===== config.mk =====
export PLATFORM = sky130hd
export DESIGN_NAME = hns_norm
export DESIGN_NICKNAME = d
export VERILOG_FILES = /design/src/hw/rtl/hns_pkg.sv /design/src/hw/rtl/hns_norm.sv
export SDC_FILE = /design/constraint.sdc
export NUM_CORES = 1
export LEC_CHECK = 0
export BUFFER_PORTS_ARGS = -buffer_cell sky130_fd_sc_hd__buf_2
export CORE_UTILIZATION = 60
export CTS_BUF_LIST = sky130_fd_sc_hd__clkbuf_4 sky130_fd_sc_hd__clkbuf_8 sky130_fd_sc_hd__clkbuf_16
export CTS_CLUSTER_SIZE = 14
export DETAILED_ROUTE_END_ITERATION = 10
export HOLD_SLACK_MARGIN = 0.05
export PLACE_DENSITY = 0.78
export SYNTH_ARGS = -nofsm -noshare
export SYNTH_HDL_FRONTEND = slang
export SYNTH_SLANG_ARGS = --single-unit

===== constraint.sdc =====
create_clock -name clk_i -period 10.4 [get_ports clk_i]
set_input_delay 0.52 -clock clk_i [delete_from_list [all_inputs] [get_ports clk_i]]
set_output_delay 0.52 -clock clk_i [all_outputs]
set_load 0.01 [all_outputs]

===== src/hw/rtl/hns_pkg.sv =====
// ----------------------------------------------------------------------------
// hns_pkg
// Shared constants, register indexes and state types of the normal stencil.
// ----------------------------------------------------------------------------
package hns_pkg;

  localparam int MAX_WIDTH_DEF   = 2048;
  localparam int SAMPLE_BITS_DEF = 16;
  localparam int MAX_ROWS        = 4096;
  localparam int UP_WEIGHT       = 80;
  localparam int FRAC_SHIFT      = 32;
  localparam int ROOT_BITS       = 17;
  localparam int QUOT_BITS       = 2 * ROOT_BITS;

  localparam logic CFG_FRAME_WIDTH  = 1'b0;
  localparam logic CFG_FRAME_HEIGHT = 1'b1;

  typedef enum logic [2:0] {
    ST_IDLE,
    ST_LOAD,
    ST_ABS,
    ST_SUM,
    ST_START,
    ST_NORM,
    ST_OUT
  } ctrl_state_e;

  typedef enum logic [2:0] {
    NS_IDLE,
    NS_MUL,
    NS_DIV,
    NS_SQRT,
    NS_DONE
  } norm_state_e;

endpackage


===== src/hw/rtl/hns_norm.sv =====
// ----------------------------------------------------------------------------
// hns_norm
// Iterative unit magnitude: round(32768*v/sqrt(s)) saturated to 32767.
// Restoring division of v*v*2^32 by s, then a digit-serial square root.
// ----------------------------------------------------------------------------
module hns_norm #(
  parameter int SAMPLE_BITS = hns_pkg::SAMPLE_BITS_DEF
) (
  input  logic                       clk_i,
  input  logic                       rst_ni,
  input  logic                       start_i,
  input  logic [SAMPLE_BITS-1:0]     mag_i,
  input  logic [2*SAMPLE_BITS+1:0]   sum_i,
  output logic                       done_o,
  output logic [14:0]                unit_o
);
  import hns_pkg::*;

  localparam int VW   = SAMPLE_BITS;
  localparam int SW   = 2 * SAMPLE_BITS + 2;
  localparam int NW   = 2 * SAMPLE_BITS + FRAC_SHIFT;
  localparam int RW   = SW + 1;
  localparam int SRW  = ROOT_BITS + 4;
  localparam int CNTW = $clog2(NW + 1);

  norm_state_e state_q, state_d;

  logic [VW-1:0]        v_q;
  logic [SW-1:0]        s_q;
  logic [NW-1:0]        num_q, num_d;
  logic [RW-1:0]        rem_q, rem_d;
  logic [QUOT_BITS-1:0] quo_q, quo_d;
  logic [SRW-1:0]       srem_q, srem_d;
  logic [ROOT_BITS-1:0] root_q, root_d;
  logic [CNTW-1:0]      cnt_q, cnt_d;

  logic [2*VW-1:0]      prod;
  logic [RW-1:0]        rem_sh;
  logic [SRW-1:0]       srem_sh;
  logic [SRW-1:0]       trial;
  logic [ROOT_BITS:0]   root_inc;

  assign prod     = v_q * v_q;
  assign rem_sh   = {rem_q[RW-2:0], num_q[NW-1]};
  assign srem_sh  = {srem_q[SRW-3:0], quo_q[QUOT_BITS-1 -: 2]};
  assign trial    = {2'b00, root_q, 2'b01};
  assign root_inc = {1'b0, root_q} + (ROOT_BITS+1)'(1);

  always_comb begin
    state_d = state_q;
    unique case (state_q)
      NS_IDLE: if (start_i) state_d = NS_MUL;
      NS_MUL:  state_d = NS_DIV;
      NS_DIV:  if (cnt_q == CNTW'(NW - 1)) state_d = NS_SQRT;
      NS_SQRT: if (cnt_q == CNTW'(ROOT_BITS - 1)) state_d = NS_DONE;
      NS_DONE: state_d = NS_IDLE;
      default: state_d = NS_IDLE;
    endcase
  end

  always_comb begin
    num_d  = num_q;
    rem_d  = rem_q;
    quo_d  = quo_q;
    srem_d = srem_q;
    root_d = root_q;
    cnt_d  = cnt_q;
    unique case (state_q)
      NS_MUL: begin
        num_d = {prod, {FRAC_SHIFT{1'b0}}};
        rem_d = '0;
        quo_d = '0;
        cnt_d = '0;
      end
      NS_DIV: begin
        num_d = {num_q[NW-2:0], 1'b0};
        if (rem_sh >= {1'b0, s_q}) begin
          rem_d = rem_sh - {1'b0, s_q};
          quo_d = {quo_q[QUOT_BITS-2:0], 1'b1};
        end else begin
          rem_d = rem_sh;
          quo_d = {quo_q[QUOT_BITS-2:0], 1'b0};
        end
        if (cnt_q == CNTW'(NW - 1)) begin
          cnt_d  = '0;
          srem_d = '0;
          root_d = '0;
        end else begin
          cnt_d = cnt_q + CNTW'(1);
        end
      end
      NS_SQRT: begin
        quo_d = {quo_q[QUOT_BITS-3:0], 2'b00};
        if (srem_sh >= trial) begin
          srem_d = srem_sh - trial;
          root_d = {root_q[ROOT_BITS-2:0], 1'b1};
        end else begin
          srem_d = srem_sh;
          root_d = {root_q[ROOT_BITS-2:0], 1'b0};
        end
        cnt_d = cnt_q + CNTW'(1);
      end
      default: ;
    endcase
  end

  always_ff @(posedge clk_i or negedge rst_ni) begin
    if (!rst_ni) begin
      state_q <= NS_IDLE;
      cnt_q   <= '0;
    end else begin
      state_q <= state_d;
      cnt_q   <= cnt_d;
    end
  end

  always_ff @(posedge clk_i) begin
    if (state_q == NS_IDLE && start_i) begin
      v_q <= mag_i;
      s_q <= sum_i;
    end
    num_q  <= num_d;
    rem_q  <= rem_d;
    quo_q  <= quo_d;
    srem_q <= srem_d;
    root_q <= root_d;
  end

  // round half up: largest q with 2q-1 <= isqrt(quotient)
  assign done_o = (state_q == NS_DONE);
  assign unit_o = (root_inc[ROOT_BITS:1] > (ROOT_BITS)'(32767)) ? 15'h7fff
                                                                : root_inc[15:1];

endmodule


==> results.toml <==
[synth]
yosysWarnings = 0
netlist_instances = 1835
synth_seq_cells = 196
syn-cell-area_um2 = 18100
synth_edf_count = 186
async_reset_ff_share_pct = 5.10
avgSynthCellArea_um2 = 9.85
ys.flop_type = "edfxtp_1"
synth_cell_type_count = 68
postSynthNetCount = 2208
ys_seq_area_share_pct = 32.3

[final_layout]
drive_above_1_share_pct = 7.10
antenna_cells = 0
final_common_cell = "inv_1"
nNetsFinal = 2247
areaGrowthSynthToFinish_pct = 7.04
final_cell_mix = "inv_1 (323), edfxtp_1 (186), nand2_1 (180)"

[run_status]
violations = "DRC"
status = "finished with violations"

[die]
die_area_um2 = 30800
pin_count = 69
initial_utilization_pct = 61.0
core-area_um2 = 29600
die_h_um = 176
die_w_um = 176
num_rows = 63

[sta]
fin_crit_sh_pct = 66.1
max_freq_mhz = 145
finalHoldViolations = 0
min_period_ns = 6.88
slew_headroom_pct = 24.0
rsz0062_at_grt = "false"
setup_violations = 0
drv_slew = 0
worst_pin_slew_ns = 1.11
timing.setup.tns_ns = 0
fin_skew_ns = 0.0161

[drt]
routedWlPerCell_um = 16.1
detail-route-antenna-nets = 0
wl_um = 36700
dr.pass1.iters = 9
vias = 12854
dr.first_iter.drc_count = 993
drc = 2
via_per_inst = 5.65

[global_routing]
grt_overflow = 0
antenna_found_initial = 0
grt_util_all_layers_pct = 25.4
grt_start_max_net_pins = 87
first_global_vias = 13163
grt_pass1_wl_um = 62500

[setup_path]
crit_arrival_ns = 7.05
crit_family = "adder cells"
worstReg2RegEnd = "num_q[60]$_DFFE_PP_"
reg2reg_from = "v_q[1]$_DFFE_PP_"
r2r_slack_ns = 3.52
end_kind = "register"
critical_path_depth = 23
cp_num_buf_inv = 6
critPathRequiredTime_ns = 10.57
max_stage_delay_ns = 0.68
criticalPathCategory = "register to register"
start_kind = "register"
cp_slowest_cell = "edfxtp_1"
reg2reg_depth = 23
cp_cell_sequence = "and2_1 > fa_1 > inv_1 > fa_1 > inv_1 > fa_1 > inv_1 > fa_1 > inv_1 > fa_1 > inv_1 > fa_1 > inv_1 > ha_1 > nand4_1 > o21ai_0 > nor2_1 > a41oi_2 > a41oi_1 > o221ai_1 > o21ai_0 > and3_1 > o31ai_1"
crit_fanout = 20
critPathCapture = "num_q[60]$_DFFE_PP_"
startpoint = "v_q[1]$_DFFE_PP_"

[clock_tree]
htree_levels = 4
cts_max_path_buffers = 2
clockRootBuffer = "clkbuf_16"
clkLatencyLatePin_ns = 0.46
cts_tree = "yes"
cts_buffers = 17
postCtsSetupRepairBufs = 0
cts-resized-gates = 0
cts_sinks = 196
cts.clk_slew.worst_paths_ns = 0.09

[place]
port_buffers = 68
gp_congestion = 0.934
post-dp-hpwl_um = 27700

[hold_path]
holdCritPathClass = "input port to register"
hp-start = "mag_i[0]"

[run]
max_cap_viol_count = 0
[flip-flops by register name (all words and copies together), names as in the netlist]
register and count:
cnt_q 7, num_q 32, quo_q 34, rem_q 34
root_q 17, s_q 34, srem_q 19, state_q 3
v_q 16
[worst min-delay path by stage]
stage / slack [ns] / endpoint / cells past startpoint
2_1_floorplan: 0.22 / cnt_q[0]$_DFFE_PN0P_ / 0
3_3_place_gp: 0.39 / cnt_q[0]$_DFFE_PN0P_ / 1
3_5_place_dp: 0.39 / cnt_q[0]$_DFFE_PN0P_ / 1
4_1_cts: 0.21 / v_q[0]$_DFFE_PP_ / 1
5_1_grt: 0.21 / v_q[0]$_DFFE_PP_ / 1
6_report: 0.23 / v_q[0]$_DFFE_PP_ / 1
[repair_timing]
action,4_1_cts,5_1_grt
hold buffers,1,0
setup endpoints to repair,0,0
hold endpoints to repair,10,0
[cell families after synthesis]
group	after synthesis	share of synthesized area [%]
AND/OR/NAND/NOR	502	12.9
buffers and inverters	381	8.02
adder cells (fa/ha/maj)	320	29.0
AO/OA/AOI/OAI	318	11.8
flip-flops	196	32.3
XOR/XNOR	85	4.12
multiplexers	33	1.83
[routing by layer]
layer  routed length (um)  vias to the layer above  part of all wire, %  track usage, %
met2                18000                      352                   49            43.2
li1                     -                     6210                    -               -
met3                 1730                       55                  4.7            3.59
met5                    0                        -                    0               0
met4                  703                        0                  1.9            7.93
met1                16300                     6237                   44            33.6
[synthesized netlist by cell type, types with 4 or more instances]
cell | count | area share (%)
inv_1 | 323 | 6.7
xor2_1 | 32 | 1.6
o21ai_0 | 62 | 1.7
a21o_1 | 33 | 1.4
edfxtp_1 | 186 | 31
buf_2 | 5 | 0.14
nor3_1 | 17 | 0.47
o2bb2ai_1 | 5 | 0.24
nand2b_1 | 9 | 0.31
nand2_1 | 180 | 3.7
a41oi_1 | 5 | 0.24
ha_1 | 155 | 11
a31oi_1 | 15 | 0.52
and3_1 | 10 | 0.35
xnor2_1 | 53 | 2.6
o31ai_1 | 10 | 0.42
nor2_1 | 133 | 2.8
nand3_1 | 25 | 0.69
nor4_1 | 6 | 0.21
dfrtp_1 | 10 | 1.4
or3_1 | 5 | 0.17
o22ai_1 | 4 | 0.14
a22o_1 | 33 | 1.6
nor2b_1 | 18 | 0.62
or2_2 | 9 | 0.31
nand4_1 | 15 | 0.52
clkbuf_1 | 45 | 0.93
and2_1 | 60 | 2.1
a211oi_2 | 4 | 0.28
fa_1 | 165 | 18
o211ai_1 | 4 | 0.17
nand3b_1 | 4 | 0.17
a211oi_1 | 6 | 0.25
o21a_1 | 16 | 0.66
o21bai_1 | 10 | 0.42
mux2i_1 | 32 | 1.8
buf_1 | 4 | 0.083
a21oi_1 | 78 | 2.2
[final cells by class]
type,count,area [um2]
clock buffers,18,433
clock inverters,14,140
fillers,2353,10300
inverters,323,1210
multi-input cells,1258,10800
flip-flops and latches,196,5840
well taps,390,488
repair buffers,78,418
[through the flow]
stage	setup slack, ns	cells	area, um2	util (%)	hold slack (ns)
6_report	3.52	2277	19300	65.3	0.228
5_1_grt	3.23	2277	19300	65.3	0.212
4_1_cts	3.56	2277	19300	65.3	0.210
3_5_place_dp	3.56	2244	18800	63.3	0.394
3_3_place_gp	3.82	2244	18800	63.3	0.391
2_1_floorplan	3.93	1835	18100	-	0.224
Power is not shown: default switching activity piles up to over one toggle a cycle in this logic, so the estimate is an artifact.
